`src/assert_macros.svh`:
```
// ============================================================================
// Assertion macros
// Shared concurrent assertion wrappers on clk / rst_n.
// ============================================================================
`ifndef ASSERT_MACROS_SVH
`define ASSERT_MACROS_SVH

// Checked outside reset only.
`define ASSERT_CLK(lbl, prop) \
  lbl: assert property (@(posedge clk) disable iff (!rst_n) (prop)) \
    else $error("assertion failed");

// Checked at every edge, reset included.
`define ASSERT_ALWAYS(lbl, prop) \
  lbl: assert property (@(posedge clk) (prop)) \
    else $error("assertion failed");

`endif

```
`src/mtf_pkg.sv`:
```
// ============================================================================
// Move-to-front list package
// Sizes, action codes, sequencer states and the RAM request type.
// ============================================================================
`timescale 1ns / 1ps

package mtf_pkg;

  localparam int DEPTH  = 16;
  localparam int ADDR_W = $clog2(DEPTH);
  localparam int CNT_W  = $clog2(DEPTH + 1);
  localparam int DATA_W = 32;
  localparam int POS_W  = 8;
  localparam int ECNT_W = 9;

  localparam logic [1:0] ACT_INSERT = 2'd0;
  localparam logic [1:0] ACT_REMOVE = 2'd1;
  localparam logic [1:0] ACT_SEARCH = 2'd2;

  typedef enum logic [1:0] {
    ST_IDLE,
    ST_SCAN,
    ST_SHIFT,
    ST_RESULT
  } state_t;

  typedef struct packed {
    logic              we;
    logic [ADDR_W-1:0] waddr;
    logic [DATA_W-1:0] wdata;
    logic              re;
    logic [ADDR_W-1:0] raddr;
  } ram_req_t;

endpackage

```
`src/mtf_in_if.sv`:
```
// ============================================================================
// Command channel
// valid/ready channel carrying one action and its value.
// ============================================================================
`timescale 1ns / 1ps

interface mtf_in_if;
  logic               valid;
  logic               ready;
  logic [1:0]         action;
  logic signed [31:0] value;

  modport source (output valid, output action, output value, input ready);
  modport sink   (input valid, input action, input value, output ready);
endinterface

```
`src/mtf_out_if.sv`:
```
// ============================================================================
// Result channel
// valid/ready channel carrying the outcome of one command.
// ============================================================================
`timescale 1ns / 1ps

interface mtf_out_if;
  logic       valid;
  logic       ready;
  logic       found;
  logic [7:0] position;
  logic       rejected;
  logic [8:0] entry_count;

  modport source (output valid, output found, output position, output rejected,
                  output entry_count, input ready);
  modport sink   (input valid, input found, input position, input rejected,
                  input entry_count, output ready);
endinterface

```
`src/mtf_ram.sv`:
```
// ============================================================================
// List storage
// One write port, one read port with registered read data.
// ============================================================================
`timescale 1ns / 1ps

module mtf_ram (
  input  logic                        clk,
  input  mtf_pkg::ram_req_t           req,
  output logic [mtf_pkg::DATA_W-1:0]  rd_data
);

  logic [mtf_pkg::DATA_W-1:0] mem [mtf_pkg::DEPTH];
  logic [mtf_pkg::DATA_W-1:0] rd_data_r;

  always_ff @(posedge clk) begin
    if (req.we) begin
      mem[req.waddr] <= req.wdata;
    end
    if (req.re) begin
      rd_data_r <= mem[req.raddr];
    end
  end

  assign rd_data = rd_data_r;

endmodule

```
`src/move_to_front_list.sv`:
```
// ============================================================================
// Move-to-front list
// Self-organising list of signed 32-bit values held in a small RAM.
// ============================================================================
//
//  channel  dir  handshake     payload
//  in_ch    in   valid/ready   action[1:0], value[31:0]
//  out_ch   out  valid/ready   found, position[7:0], rejected, entry_count[8:0]
//
// One command at a time, every step through the single RAM port pair.
// A refused insert or an unused action code goes straight to the result; an
// insert shifts every entry back and writes the value at the front; remove and
// search scan from the front to a match (to the end on a miss), then shift the
// entries behind (remove) or before (search) the match, then give the result.
// Reset clears count and control; a stalled result holds the sequencer.
`timescale 1ns / 1ps
`include "assert_macros.svh"

module move_to_front_list (
  input  logic              clk,
  input  logic              rst_n,
  mtf_in_if.sink            in_ch,
  mtf_out_if.source         out_ch
);

  mtf_pkg::state_t state_r, state_nxt;

  logic [1:0]                 op_r, op_nxt;
  logic [mtf_pkg::DATA_W-1:0] val_r, val_nxt;
  logic [mtf_pkg::CNT_W-1:0]  count_r, count_nxt;
  logic [mtf_pkg::CNT_W-1:0]  ptr_r, ptr_nxt;
  logic [mtf_pkg::ADDR_W-1:0] chk_r, chk_nxt;
  logic                       rvalid_r, rvalid_nxt;
  logic [mtf_pkg::ADDR_W-1:0] rd_idx_r, rd_idx_nxt;
  logic [mtf_pkg::CNT_W-1:0]  left_r, left_nxt;
  logic                       wp_r, wp_nxt;
  logic [mtf_pkg::ADDR_W-1:0] wa_r, wa_nxt;
  logic                       back_r, back_nxt;
  logic                       found_r, found_nxt;
  logic [mtf_pkg::ADDR_W-1:0] pos_r, pos_nxt;
  logic                       rej_r, rej_nxt;

  logic                       out_valid_r, out_valid_nxt;
  logic                       out_found_r, out_found_nxt;
  logic [mtf_pkg::POS_W-1:0]  out_pos_r, out_pos_nxt;
  logic                       out_rej_r, out_rej_nxt;
  logic [mtf_pkg::ECNT_W-1:0] out_cnt_r, out_cnt_nxt;

  mtf_pkg::ram_req_t          ram_req;
  logic [mtf_pkg::DATA_W-1:0] rd_data;

  logic                       in_acc;
  logic                       match;
  logic                       shift_done;
  logic                       out_free;
  logic [mtf_pkg::CNT_W-1:0]  cnt_m1;
  logic [mtf_pkg::CNT_W-1:0]  tail_len;

  mtf_ram u_ram (
    .clk     (clk),
    .req     (ram_req),
    .rd_data (rd_data)
  );

  assign in_ch.ready = (state_r == mtf_pkg::ST_IDLE);
  assign in_acc      = in_ch.valid && in_ch.ready;
  assign match       = rvalid_r && (rd_data == val_r);
  assign shift_done  = (left_r == '0) && !wp_r;
  assign out_free    = !out_valid_r || out_ch.ready;
  assign cnt_m1      = count_r - 1'b1;
  // entries behind the match that move forward on a remove
  assign tail_len    = cnt_m1 - {{(mtf_pkg::CNT_W - mtf_pkg::ADDR_W){1'b0}}, chk_r};

  // ---------------------------------------------------------------- next state
  always_comb begin
    state_nxt = state_r;
    case (state_r)
      mtf_pkg::ST_IDLE: begin
        if (in_acc) begin
          case (in_ch.action)
            mtf_pkg::ACT_INSERT: begin
              state_nxt = (count_r == mtf_pkg::CNT_W'(mtf_pkg::DEPTH)) ?
                          mtf_pkg::ST_RESULT : mtf_pkg::ST_SHIFT;
            end
            mtf_pkg::ACT_REMOVE, mtf_pkg::ACT_SEARCH: state_nxt = mtf_pkg::ST_SCAN;
            default: state_nxt = mtf_pkg::ST_RESULT;
          endcase
        end
      end
      mtf_pkg::ST_SCAN: begin
        if (match) begin
          state_nxt = mtf_pkg::ST_SHIFT;
        end else if (ptr_r == count_r) begin
          state_nxt = mtf_pkg::ST_RESULT;
        end
      end
      mtf_pkg::ST_SHIFT: begin
        if (shift_done) begin
          state_nxt = mtf_pkg::ST_RESULT;
        end
      end
      mtf_pkg::ST_RESULT: begin
        if (out_free) begin
          state_nxt = mtf_pkg::ST_IDLE;
        end
      end
      default: state_nxt = mtf_pkg::ST_IDLE;
    endcase
  end

  // ------------------------------------------------------------------ datapath
  always_comb begin
    op_nxt     = op_r;
    val_nxt    = val_r;
    count_nxt  = count_r;
    ptr_nxt    = ptr_r;
    chk_nxt    = chk_r;
    rvalid_nxt = 1'b0;
    rd_idx_nxt = rd_idx_r;
    left_nxt   = left_r;
    wp_nxt     = 1'b0;
    wa_nxt     = wa_r;
    back_nxt   = back_r;
    found_nxt  = found_r;
    pos_nxt    = pos_r;
    rej_nxt    = rej_r;

    out_valid_nxt = out_valid_r && !out_ch.ready;
    out_found_nxt = out_found_r;
    out_pos_nxt   = out_pos_r;
    out_rej_nxt   = out_rej_r;
    out_cnt_nxt   = out_cnt_r;

    ram_req       = '0;
    ram_req.waddr = wa_r;
    ram_req.wdata = rd_data;
    ram_req.raddr = rd_idx_r;

    case (state_r)
      mtf_pkg::ST_IDLE: begin
        if (in_acc) begin
          op_nxt     = in_ch.action;
          val_nxt    = in_ch.value;
          found_nxt  = 1'b0;
          pos_nxt    = '0;
          rej_nxt    = 1'b0;
          ptr_nxt    = '0;
          // insert: open a slot at the front by moving every entry back
          back_nxt   = 1'b1;
          rd_idx_nxt = cnt_m1[mtf_pkg::ADDR_W-1:0];
          left_nxt   = count_r;
          if (in_ch.action == mtf_pkg::ACT_INSERT &&
              count_r == mtf_pkg::CNT_W'(mtf_pkg::DEPTH)) begin
            rej_nxt = 1'b1;
          end
        end
      end
      mtf_pkg::ST_SCAN: begin
        if (match) begin
          found_nxt = 1'b1;
          pos_nxt   = chk_r;
          if (op_r == mtf_pkg::ACT_REMOVE) begin
            back_nxt   = 1'b0;
            rd_idx_nxt = chk_r + 1'b1;
            left_nxt   = tail_len;
          end else begin
            back_nxt   = 1'b1;
            rd_idx_nxt = chk_r - 1'b1;
            left_nxt   = {{(mtf_pkg::CNT_W - mtf_pkg::ADDR_W){1'b0}}, chk_r};
          end
        end else if (ptr_r != count_r) begin
          ram_req.re    = 1'b1;
          ram_req.raddr = ptr_r[mtf_pkg::ADDR_W-1:0];
          chk_nxt       = ptr_r[mtf_pkg::ADDR_W-1:0];
          ptr_nxt       = ptr_r + 1'b1;
          rvalid_nxt    = 1'b1;
        end
      end
      mtf_pkg::ST_SHIFT: begin
        // read one entry, write it to its neighbour on the next cycle
        if (wp_r) begin
          ram_req.we = 1'b1;
        end
        if (left_r != '0) begin
          ram_req.re = 1'b1;
          wp_nxt     = 1'b1;
          wa_nxt     = back_r ? rd_idx_r + 1'b1 : rd_idx_r - 1'b1;
          rd_idx_nxt = back_r ? rd_idx_r - 1'b1 : rd_idx_r + 1'b1;
          left_nxt   = left_r - 1'b1;
        end else if (!wp_r) begin
          if (back_r) begin
            ram_req.we    = 1'b1;
            ram_req.waddr = '0;
            ram_req.wdata = val_r;
          end
          if (op_r == mtf_pkg::ACT_INSERT) begin
            count_nxt = count_r + 1'b1;
          end else if (op_r == mtf_pkg::ACT_REMOVE) begin
            count_nxt = cnt_m1;
          end
        end
      end
      mtf_pkg::ST_RESULT: begin
        if (out_free) begin
          out_valid_nxt = 1'b1;
          out_found_nxt = found_r;
          out_pos_nxt   = {{(mtf_pkg::POS_W - mtf_pkg::ADDR_W){1'b0}}, pos_r};
          out_rej_nxt   = rej_r;
          out_cnt_nxt   = {{(mtf_pkg::ECNT_W - mtf_pkg::CNT_W){1'b0}}, count_r};
        end
      end
      default: ;
    endcase
  end

  always_ff @(posedge clk) begin
    if (!rst_n) begin
      state_r     <= mtf_pkg::ST_IDLE;
      count_r     <= '0;
      rvalid_r    <= 1'b0;
      wp_r        <= 1'b0;
      left_r      <= '0;
      out_valid_r <= 1'b0;
    end else begin
      state_r     <= state_nxt;
      count_r     <= count_nxt;
      rvalid_r    <= rvalid_nxt;
      wp_r        <= wp_nxt;
      left_r      <= left_nxt;
      out_valid_r <= out_valid_nxt;
    end
  end

  always_ff @(posedge clk) begin
    op_r        <= op_nxt;
    val_r       <= val_nxt;
    ptr_r       <= ptr_nxt;
    chk_r       <= chk_nxt;
    rd_idx_r    <= rd_idx_nxt;
    wa_r        <= wa_nxt;
    back_r      <= back_nxt;
    found_r     <= found_nxt;
    pos_r       <= pos_nxt;
    rej_r       <= rej_nxt;
    out_found_r <= out_found_nxt;
    out_pos_r   <= out_pos_nxt;
    out_rej_r   <= out_rej_nxt;
    out_cnt_r   <= out_cnt_nxt;
  end

  assign out_ch.valid       = out_valid_r;
  assign out_ch.found       = out_found_r;
  assign out_ch.position    = out_pos_r;
  assign out_ch.rejected    = out_rej_r;
  assign out_ch.entry_count = out_cnt_r;

  // ---------------------------------------------------------------- assertions
  `ASSERT_ALWAYS(a_count_bound, !rst_n || count_r <= mtf_pkg::CNT_W'(mtf_pkg::DEPTH))
  `ASSERT_CLK(a_busy_after_cmd, in_acc |=> !in_ch.ready)
  `ASSERT_CLK(a_found_not_rej, out_valid_r |-> !(out_found_r && out_rej_r))
  `ASSERT_CLK(a_no_ram_conflict, ram_req.we && ram_req.re |-> ram_req.waddr != ram_req.raddr)

endmodule
```
`src/flat_wrapper.sv`:
```
// flat-port wrapper written by rule: the top's interface ports become plain ports
module move_to_front_list_flat 
  (clk, rst_n, in_ch_valid, in_ch_action, in_ch_value, in_ch_ready, out_ch_valid, out_ch_found, out_ch_position, out_ch_rejected, out_ch_entry_count, out_ch_ready);
  mtf_in_if in_ch_i ();
  mtf_out_if out_ch_i ();
  input  logic clk;
  input  logic rst_n;
  input wire logic [$bits(in_ch_i.valid)-1:0] in_ch_valid;
  input wire logic [$bits(in_ch_i.action)-1:0] in_ch_action;
  input wire logic [$bits(in_ch_i.value)-1:0] in_ch_value;
  output wire logic [$bits(in_ch_i.ready)-1:0] in_ch_ready;
  output wire logic [$bits(out_ch_i.valid)-1:0] out_ch_valid;
  output wire logic [$bits(out_ch_i.found)-1:0] out_ch_found;
  output wire logic [$bits(out_ch_i.position)-1:0] out_ch_position;
  output wire logic [$bits(out_ch_i.rejected)-1:0] out_ch_rejected;
  output wire logic [$bits(out_ch_i.entry_count)-1:0] out_ch_entry_count;
  input wire logic [$bits(out_ch_i.ready)-1:0] out_ch_ready;
  assign in_ch_i.valid = in_ch_valid;
  assign in_ch_i.action = in_ch_action;
  assign in_ch_i.value = in_ch_value;
  assign in_ch_ready = in_ch_i.ready;
  assign out_ch_valid = out_ch_i.valid;
  assign out_ch_found = out_ch_i.found;
  assign out_ch_position = out_ch_i.position;
  assign out_ch_rejected = out_ch_i.rejected;
  assign out_ch_entry_count = out_ch_i.entry_count;
  assign out_ch_i.ready = out_ch_ready;
  move_to_front_list u_core (.clk(clk), .rst_n(rst_n), .in_ch(in_ch_i), .out_ch(out_ch_i));
endmodule
```
`config.mk`:
```
export PLATFORM = sky130hd
export DESIGN_NAME = move_to_front_list_flat
export DESIGN_NICKNAME = d
export VERILOG_FILES = /design/src/mtf_pkg.sv /design/src/mtf_in_if.sv /design/src/mtf_out_if.sv /design/src/mtf_ram.sv /design/src/move_to_front_list.sv /design/src/flat_wrapper.sv
export VERILOG_INCLUDE_DIRS = /design/src /design/src/src
export SDC_FILE = /design/constraint.sdc
export NUM_CORES = 1
export LEC_CHECK = 0
export BUFFER_PORTS_ARGS = -buffer_cell sky130_fd_sc_hd__buf_2
export CORE_AREA = 2 2 233 235
export CTS_CLUSTER_DIAMETER = 200
export CTS_CLUSTER_SIZE = 12
export DETAILED_ROUTE_END_ITERATION = 12
export DIE_AREA = 0 0 235 237
export PLACE_DENSITY_LB_ADDON = 0.2
export SLEW_MARGIN = 20
export SYNTH_ARGS = -nofsm -noshare
export SYNTH_HDL_FRONTEND = slang
export SYNTH_SLANG_ARGS = --single-unit
```
`constraint.sdc`:
```
create_clock -name clk -period 4.9 [get_ports clk]
set_clock_uncertainty 0.2 [all_clocks]
set_input_delay 0.245 -clock clk [delete_from_list [all_inputs] [get_ports clk]]
set_output_delay 0.245 -clock clk [all_outputs]
set_load 0.05 [all_outputs]
```
==> impl_metrics.csv, run 1 <==
group,metric,value,unit
synthesis,syn-cell-area,25200,µm²
routing,vias,13300,
clock_network,post_cts_buffers,0,
power_and_ir_drop,p_comb_frac,0.349,
layout,fin_util,0.537,
routing,drt_iter0_drc,1286,
power_and_ir_drop,p_sw_frac,0.339,
critical_path,start_kind,"flip-flop",
power_and_ir_drop,power_leakage,9.70,nW
floorplanning,io_pins,59,
synthesis,synth_edf_count,613,
critical_path,timing.rr.start,"u_core.val_r[10]$_DFFE_PP_",
timing,setup_tns,0,ps
routing,viasPerCell,5.79,
clock_network,cts_buffers,58,
synthesis,synth_top_family_by_area,"multiplexers",
power_and_ir_drop,pwr_density_cell,614,nW/µm²
timing,finalCritPeriodShare,0.861,
timing,rsz0062_at_grt,"false",
synthesis,syn_area_per_cell,17.3,µm²
routing,topRoutingLayerUsed,"met4",
place,gp_congestion,0.861,
routing,wl_met1,26900,µm
critical_path,crit_arrival,4370,ps
synthesis,yosysUniqueCellTypes,53,
timing,slew_headroom,0.367,
synthesis,yosys.area_share.xor_xnor,0.0212,
power_and_ir_drop,pwr-share-clk,0.229,
clock_network,clock-sinks,628,
place,io_buffers,50,
clock_network,cts_buffer_depth,3,
place,dp_cells,2180,
clock_network,tritoncts,"built",
synthesis,syn_inst,1461,
synthesis,yosysSeqAreaShare,0.742,
timing,setup_slack,682,ps
hold_path,worstHoldPathType,"primary input to flip-flop",
power_and_ir_drop,power.switching,0.00596,W
routing,wl_per_cell,26.6,µm
routing,dr.pass1.iters,5,
global_routing,grt_pass1_vias,13200,
global_routing,grtUsageTotal,0.218,
floorplanning,fp-row-count,85,
routing,antenna_left,0,
layout,final_nets,1641,
timing,final_max_slew_viol_count,0,
critical_path,crit_type,"flip-flop to flip-flop",
synthesis,synth_warnings,0,
layout,instances_no_fill,2298,
critical_path,path_max_fanout,35,
clock_network,ctsHtreeMaxLevel,2,
routing,met2RoutedLength,29400,µm
global_routing,grt_max_degree,61,
global_routing,grt_pass1_wl,88400,µm
synthesis,synth-simple-area-share,0.0368,
routing,drc,0,
timing,finalHoldViolCount,0,
place,pre_cts_ws,663,ps
critical_path,r2r_setup_slack,680,ps
power_and_ir_drop,intPower,0.0116,W
synthesis,synthAdderAreaFrac,0.0110,
clock_network,clk_latency,630,ps
synthesis,async_reset_ff_frac,0,
critical_path,cp.required,5050,ps
global_routing,overflow,0,
routing,routed_wl,61100,µm
layout,num_antenna_cells,0,
layout,n_fill_cell,4157,
run,max_cap_violations,0,
hold_path,holdPathStages,2,
timing,finalSetupViolCount,0,
clock_network,cts_root_buffer,"clkbuf_16",
hold_path,hold_end,"u_core.val_r[20]$_DFFE_PP_",
power_and_ir_drop,ir_drop,0.386,mV
floorplanning,design.core.area,53300,µm²
critical_path,end_kind,"flip-flop",
hold_path,hp-start,"in_ch_value[20]",
place,place.detailed.hpwl,33400,µm
synthesis,synth_compound_area_frac,0.0467,
clock_network,clk_pin_slew_worst_paths,60,ps
power_and_ir_drop,power_frac_seq,0.422,
floorplanning,start_util,0.473,
power_and_ir_drop,p_total,0.0176,W
floorplanning,die_area,55700,µm²
floorplanning,dieWidth,235,µm
synthesis,synth-seq-cells,628,
routing,met3_length,3310,µm
critical_path,r2r_end,"u_core.u_ram.rd_data[1]$_DFFE_PP_",
layout,layout-drive-gt1-share,0.139,
floorplanning,die_h,237,µm
synthesis,synth-main-ff-cell,"edfxtp_1",
timing,worst_pin_slew,947,ps
synthesis,synth.area.mux_share,0.120,
critical_path,r2r_cells,11,
timing,fmax,237,MHz
timing,fin_crit,4220,ps
global_routing,antenna_found_initial,0,
layout,area_growth,13.4,%
status,outcome,"finished, final reports clean",
-- cells by family (layout without fill, tap and decap cells) --
logic type / count (synthesis) / after routing
DFF: 628 / 628
muxes: 297 / 297
AOI/OAI and AO/OA: 179 / 179
and+or+nand+nor: 169 / 169
buffers and inverters: 105 / 239
xor gates and xnor gates: 61 / 61
adders and majority gates: 21 / 21
other: 1 / 8
-- stage by stage --
stage | hold WS (ps) | cell area (µm²)
detailed placement | 205 | 26600
finish | 122 | 28600
CTS | 87.8 | 28600
global placement | 202 | 26600
global route | 107 | 28600
floorplan | 144 | 25200
-- worst max-delay path: stages (launching register included) --
cell and delay, ps:
edfxtp_1 440, xnor2_1 450, nand4_1 280, nor4_2 400, a31oi_2 180, o31a_2 180, mux2i_4 250, buf_12 320
buf_4 360, mux2i_1 250, o22ai_1 90, or4_1 520
-- registers in the layout, summed over array words and instances, names as in the netlist --
signal / count
u_core.back_r: 1
u_core.chk_r: 4
u_core.count_r: 5
u_core.found_r: 1
u_core.left_r: 5
u_core.op_r: 2
u_core.out_ch.entry_count: 5
u_core.out_ch.found: 1
u_core.out_ch.position: 4
u_core.out_ch.rejected: 1
u_core.out_ch.valid: 1
u_core.pos_r: 4
u_core.ptr_r: 5
u_core.rd_idx_r: 4
u_core.rej_r: 1
u_core.rvalid_r: 1
u_core.state_r: 2
u_core.u_ram.mem: 512
u_core.u_ram.rd_data: 32
u_core.val_r: 32
u_core.wa_r: 4
u_core.wp_r: 1
-- worst max path at each step --
stage | start | end | slack [ps] | cells past startpoint
global placement | u_core.val_r[10]$_DFFE_PP_ | u_core.u_ram.rd_data[4]$_DFFE_PP_ | 720 | 11
CTS | u_core.val_r[10]$_DFFE_PP_ | u_core.u_ram.rd_data[1]$_DFFE_PP_ | 650 | 11
global route | u_core.val_r[10]$_DFFE_PP_ | u_core.u_ram.rd_data[1]$_DFFE_PP_ | 500 | 11
detailed placement | u_core.val_r[10]$_DFFE_PP_ | u_core.u_ram.rd_data[1]$_DFFE_PP_ | 660 | 11
finish | u_core.val_r[10]$_DFFE_PP_ | u_core.u_ram.rd_data[1]$_DFFE_PP_ | 680 | 11
floorplan | u_core.left_r[0]$_SDFFE_PN0P_ | u_core.u_ram.mem[0][0]$_DFFE_PP_ | 1210 | 9
-- per-layer routing --
| layer | up-vias | track usage |
|---|---|---|
| met5 | - | 0 |
| met4 | 0 | 0.0631 |
| met3 | 97 | 0.0284 |
| met2 | 396 | 0.361 |
| met1 | 6852 | 0.304 |
| li1 | 5962 | - |
-- Yosys cell counts, types with 3 or more instances --
cell type    n  area [µm²]
nor3b_1      3        22.5
a21boi_0     3        22.5
o21ai_0     12        60.1
xor2_1      14         123
inv_1       23        86.3
nand3_1      5        25.0
edfxtp_1   613       18400
buf_2       25         125
a21o_1       3        22.5
mux2i_1    263        2630
nor4b_1      3        26.3
nor2b_1      8        50.1
nand4_1      9        56.3
a21oi_1      9        45.0
buf_6        7        78.8
ha_1        19         238
and2_1       9        56.3
o22ai_1    129         807
mux2_2      33         372
a221oi_1     4        35.0
buf_4       25         188
nor3_1      10        50.1
a21oi_2      5        43.8
clkbuf_1    23        86.3
dfxtp_1     15         300
xnor2_1     47         412
or4_1       32         240
nor2_1      49         184
nand2_1     27         101
-- cell usage in the layout (no fill, tap or decap), types with 15 or more instances in the layout --
| cell type | n |
|---|---|
| dlygate4sd3_1 | 38 |
| nor2_4 | 17 |
| clkbuf_1 | 19 |
| xnor2_1 | 47 |
| nor2_1 | 32 |
| ha_1 | 19 |
| or4_1 | 32 |
| o22ai_1 | 129 |
| inv_1 | 23 |
| buf_4 | 33 |
| buf_2 | 50 |
| clkbuf_16 | 58 |
| edfxtp_1 | 613 |
| mux2i_1 | 263 |
| dfxtp_1 | 15 |
| nand2_1 | 26 |
| mux2_2 | 33 |
-- cell type report --
cell class,instances,area (µm²),area share
clock inverter,3,68.8,0.00241
inverter,24,90.1,0.00315
tap,696,871,0.0305
clock buffer,77,1520,0.0533
timing repair buffer,135,1160,0.0405
sequential,628,18700,0.654
multi-input combinational,735,6170,0.216
-- power by group through the flow --
stage | Sequential (W) | Clock [W] | Combinational, W
finish | 0.00741 | 0.00402 | 0.00614
global route | 0.00745 | 0.00430 | 0.00657
CTS | 0.00741 | 0.00410 | 0.00614
detailed placement | 0.00752 | 0 | 0.00610
global placement | 0.00751 | 0 | 0.00601
floorplan | 0.00737 | 0 | 0.00438
-- timing repair --
action	in CTS	in global routing
hold buffers	38	0
endpoints found under the hold margin	54	0
gates resized for setup	0	0
(Power assumes the default switching activity.)
==> run 2: changes to the inputs <==
==> constraint.sdc (replaced) <==
create_clock -name clk -period 4.9 [get_ports clk]
set_clock_uncertainty 0.2 [all_clocks]
set_input_delay 1.225 -clock clk [delete_from_list [all_inputs] [get_ports clk]]
set_output_delay 1.225 -clock clk [all_outputs]
set_load 0.05 [all_outputs]
==> impl_metrics.csv, run 2 (same netlist as run 1, synthesis figures left out) <==
group,metric,value,unit
critical_path,crit_type,"flip-flop to flip-flop",
status,outcome,"finished, final reports clean",
timing,fin_crit,4180,ps
clock_network,postCtsHoldBufs,0,
clock_network,cts_resized,0,
power_and_ir_drop,power_leakage,9.56,nW
clock_network,ctsHtreeMaxLevel,2,
clock_network,clock-sinks,628,
power_and_ir_drop,p_comb_frac,0.346,
floorplanning,io_pins,59,
power_and_ir_drop,intPower,0.0117,W
timing,setup_tns,0,ps
layout,layout-drive-gt1-share,0.143,
power_and_ir_drop,power_frac_seq,0.421,
global_routing,grt_max_degree,61,
routing,viasPerCell,5.85,
layout,area_growth,12.0,%
timing,finalCritPeriodShare,0.853,
floorplanning,design.core.area,53300,µm²
timing,fmax,239,MHz
power_and_ir_drop,p_sw_frac,0.337,
routing,wl_per_cell,26.9,µm
critical_path,path_max_fanout,24,
power_and_ir_drop,pwr_density_cell,624,nW/µm²
routing,dr.pass1.iters,5,
routing,drt_iter0_drc,1282,
routing,routed_wl,61000,µm
clock_network,cts_buffer_depth,3,
critical_path,start_kind,"flip-flop",
timing,final_max_slew_viol_count,0,
timing,worst_pin_slew,1000,ps
critical_path,crit_path_max_incr_delay,530,ps
routing,drc,0,
layout,layout_common_cells,"edfxtp_1 (613), mux2i_1 (263), o22ai_1 (129), clkbuf_16 (61), buf_2 (50)",
critical_path,end_kind,"flip-flop",
global_routing,overflow,0,
timing,finalHoldViolCount,0,
floorplanning,start_util,0.473,
timing,finalSetupViolCount,0,
clock_network,cts_root_buffer,"clkbuf_16",
place,gp_congestion,0.860,
layout,top_register,"u_core.u_ram.mem",
global_routing,grt_pass1_vias,13100,
global_routing,antenna_found_initial,0,
routing,vias,13300,
routing,antenna_left,0,
critical_path,path_cells,"inv_1, ha_1, inv_1, a31oi_2, o31a_2, buf_4, nor3_1, a21oi_4, buf_4, o22ai_1, or4_1",
floorplanning,fp-row-count,85,
layout,final_common_cell,"edfxtp_1",
floorplanning,dieWidth,235,µm
timing,rsz0062_at_grt,"false",
power_and_ir_drop,power.switching,0.00594,W
run,max_cap_violations,0,
layout,n_fill_cell,4188,
place,place.detailed.hpwl,33500,µm
layout,num_antenna_cells,0,
clock_network,clk_pin_slew_worst_paths,60,ps
timing,holdWs,220,ps
clock_network,cts_buffers,58,
layout,final_nets,1603,
critical_path,cp.required,5020,ps
floorplanning,die_h,237,µm
power_and_ir_drop,ir_drop,0.392,mV
global_routing,grtUsageTotal,0.219,
critical_path,crit_arrival,4300,ps
floorplanning,die_area,55700,µm²
place,io_buffers,50,
power_and_ir_drop,pwr-share-clk,0.233,
clock_network,clk_latency,620,ps
timing,slew_headroom,0.330,
clock_network,post_cts_buffers,0,
clock_network,tritoncts,"built",
hold_path,worstHoldPathType,"flip-flop to flip-flop",
critical_path,slowest_stage,"or4_1",
global_routing,grt_pass1_wl,89500,µm
layout,largest_reg_flops,512,
## run 2: final timing paths
path	start	end	slack [ps]	cells past startpoint
max	u_core.state_r[1]$_SDFFE_PN0P_	u_core.u_ram.rd_data[22]$_DFFE_PP_	720	11
min	u_core.pos_r[3]$_SDFFCE_PN0P_	u_core.out_ch.position[3]$_DFFE_PP_	220	0
min reg2reg	u_core.pos_r[3]$_SDFFCE_PN0P_	u_core.out_ch.position[3]$_DFFE_PP_	220	0
max reg2reg	u_core.state_r[1]$_SDFFE_PN0P_	u_core.u_ram.rd_data[22]$_DFFE_PP_	720	11
## run 2: cell type report
type | instances | area [µm²] | share of cell area
Clock inverter | 1 | 8.76 | 0.000310
Sequential cell | 628 | 18700 | 0.662
Multi-Input combinational cell | 735 | 6170 | 0.219
Clock buffer | 86 | 1620 | 0.0574
Inverter | 24 | 90.1 | 0.00319
Timing Repair Buffer | 97 | 778 | 0.0275
Tap cell | 696 | 871 | 0.0308
## run 2: power groups by stage
stage                     clock [W]  sequential [W]  combinational [W]
after floorplan                   0         0.00737            0.00438
after global placement            0         0.00751            0.00601
after detailed placement          0         0.00752            0.00610
after CTS                   0.00416         0.00741            0.00612
after global routing        0.00438         0.00745            0.00656
final                       0.00411         0.00741            0.00610
## run 2: worst max-delay path: cells and delay by family, from the launching register on
family	cells	cell delay, ps
buf+inv	4	1140
flops	1	340
fa+ha+maj	1	460
simple gates	2	680
compound gates	4	1050
## run 2: per-layer routing
layer / wire length (µm) / vias to the layer above / track usage
li1: - / 5898 / -
met4: 1210 / 0 / 0.0554
met1: 27000 / 6855 / 0.311
met5: 0 / - / 0
met3: 3210 / 89 / 0.0254
met2: 29500 / 421 / 0.361
## run 2: through the flow
| step | utilization | instances | power, W | worst slack, ps | area (µm²) |
|---|---|---|---|---|---|
| after floorplan | - | 1468 | 0.0118 | 1210 | 25200 |
| after global placement | 0.500 | 2180 | 0.0135 | 720 | 26600 |
| after detailed placement | 0.500 | 2180 | 0.0136 | 658 | 26600 |
| after CTS | 0.530 | 2267 | 0.0177 | 668 | 28300 |
| after global routing | 0.530 | 2267 | 0.0184 | 441 | 28300 |
| final | 0.530 | 2267 | 0.0176 | 721 | 28300 |
==> run 3: changes to the inputs <==
CORE_AREA = 2 2 205 207   (was 2 2 233 235)
DIE_AREA = 0 0 207 209   (was 0 0 235 237)
==> impl_metrics.csv, run 3 (same netlist as run 1, synthesis figures left out) <==
group,metric,value,unit
global_routing,grt_util_met2,0.429,
power_and_ir_drop,power_leakage,9.53,nW
critical_path,end_kind,"flip-flop",
timing,setup_tns,0,ps
floorplanning,design.core.area,41300,µm²
clock_network,cts_resized,0,
hold_path,worstHoldPathType,"flip-flop to flip-flop",
timing,rsz0062_at_grt,"false",
global_routing,overflow,0,
critical_path,start_kind,"flip-flop",
clock_network,clock-sinks,628,
floorplanning,start_util,0.611,
layout,largest_reg_flops,512,
power_and_ir_drop,p_comb_frac,0.344,
global_routing,grt_pass1_vias,13300,
global_routing,grtUsageTotal,0.269,
layout,num_antenna_cells,0,
timing,finalSetupViolCount,0,
clock_network,clk_pin_slew_worst_paths,60,ps
place,pre_cts_ws,560,ps
routing,drc,0,
layout,final_common_cell,"edfxtp_1",
routing,viasPerCell,6.37,
place,io_buffers,50,
global_routing,grt-busiest-layer,"met2",
clock_network,ctsHtreeMaxLevel,2,
status,outcome,"finished, final reports clean",
layout,top_register,"u_core.u_ram.mem",
timing,fmax,232,MHz
power_and_ir_drop,pwr-share-clk,0.233,
power_and_ir_drop,intPower,0.0116,W
routing,wl_per_cell,27.5,µm
floorplanning,fp-row-count,75,
power_and_ir_drop,power_frac_seq,0.423,
power_and_ir_drop,ir_drop,0.545,mV
place,place.detailed.hpwl,31700,µm
global_routing,antenna_found_initial,0,
timing,fin_crit,4310,ps
clock_network,cts_buffers,58,
critical_path,path_max_fanout,88,
layout,final_nets,1602,
routing,routed_wl,58000,µm
floorplanning,dieWidth,207,µm
timing,final_max_slew_viol_count,0,
critical_path,r2r_cells,10,
floorplanning,io_pins,59,
clock_network,clk_latency,620,ps
clock_network,tritoncts,"built",
critical_path,crit_type,"flip-flop to flip-flop",
clock_network,postCtsHoldBufs,0,
clock_network,post_cts_buffers,0,
timing,finalHoldViolCount,0,
global_routing,grtUsageMet3,0.0487,
global_routing,grt_pass1_wl,85400,µm
power_and_ir_drop,pwr_density_cell,624,nW/µm²
global_routing,grt_max_degree,89,
timing,setup_slack,585,ps
routing,vias,13400,
routing,drt_iter0_drc,1554,
floorplanning,die_h,209,µm
clock_network,cts_root_buffer,"clkbuf_16",
routing,antenna_left,0,
layout,layout_common_cells,"edfxtp_1 (613), mux2i_1 (263), o22ai_1 (129), clkbuf_16 (61), buf_2 (50)",
power_and_ir_drop,p_sw_frac,0.335,
power_and_ir_drop,power.switching,0.00586,W
critical_path,cp.required,5040,ps
critical_path,crit_arrival,4460,ps
layout,layout-drive-gt1-share,0.142,
run,max_cap_violations,0,
floorplanning,die_area,43300,µm²
global_routing,grtUsageMet1,0.383,
hold_path,holdPathStages,0,
layout,area_growth,11.1,%
timing,worst_pin_slew,972,ps
place,gp_congestion,0.882,
routing,dr.pass1.iters,5,
clock_network,cts_buffer_depth,3,
timing,finalCritPeriodShare,0.881,
timing,slew_headroom,0.352,
==> run 3: cell count changes in the layout (fill, tap and decap cells not counted), sizes merged <==
cell    delta
clkbuf     -1
buf        -1
==> run 3: power groups by stage <==
stage / combinational, W / clock [W] / sequential [W]
after floorplan: 0.00438 / 0 / 0.00737
after global placement: 0.00584 / 0 / 0.00748
after detailed placement: 0.00596 / 0 / 0.00750
after CTS: 0.00598 / 0.00410 / 0.00739
after global routing: 0.00642 / 0.00431 / 0.00743
final: 0.00602 / 0.00407 / 0.00739
==> run 3: critical path, cell delays in order (launching register included) <==
cell      delay, ps
edfxtp_1        450
xnor2_1         300
nand4_1         330
nor4_2          400
a31oi_2         160
o31a_2          250
mux2i_4         340
buf_12          440
mux2i_1         280
o22ai_1          90
or4_1           580
==> run 3: area by class of cell <==
type / instances / area, µm²
Clock inverter: 1 / 8.76
Clock buffer: 85 / 1620
Tap cell: 539 / 674
Multi-Input combinational cell: 735 / 6170
Sequential cell: 628 / 18700
Timing Repair Buffer: 96 / 758
Fill cell: 2721 / 13300
Inverter: 24 / 90.1
==> run 3: path summary, 6_finish.rpt <==
check	from	to	slack, ps
min	u_core.rej_r$_DFFE_PP_	u_core.out_ch.rejected$_DFFE_PP_	220
max	u_core.val_r[16]$_DFFE_PP_	u_core.u_ram.rd_data[9]$_DFFE_PP_	590
max reg2reg	u_core.val_r[16]$_DFFE_PP_	u_core.u_ram.rd_data[9]$_DFFE_PP_	590
min reg2reg	u_core.rej_r$_DFFE_PP_	u_core.out_ch.rejected$_DFFE_PP_	220
==> run 3: through the flow <==
step                hold slack, ps  instances  total power (W)  area [µm²]  utilization
global route                   225       2108           0.0182       28000        0.679
global placement               204       2022           0.0133       26400        0.640
floorplan                      200       1468           0.0118       25200            -
CTS                            218       2108           0.0175       28000        0.679
finish                         217       2108           0.0175       28000        0.679
detailed placement             205       2022           0.0135       26400        0.640
==> run 3: per-layer routing <==
layer	vias up	routed length, µm	share of wire
li1	5886	-	-
met5	-	0	0
met4	0	1710	0.029
met1	6797	24000	0.41
met2	618	27600	0.48
met3	117	4690	0.081
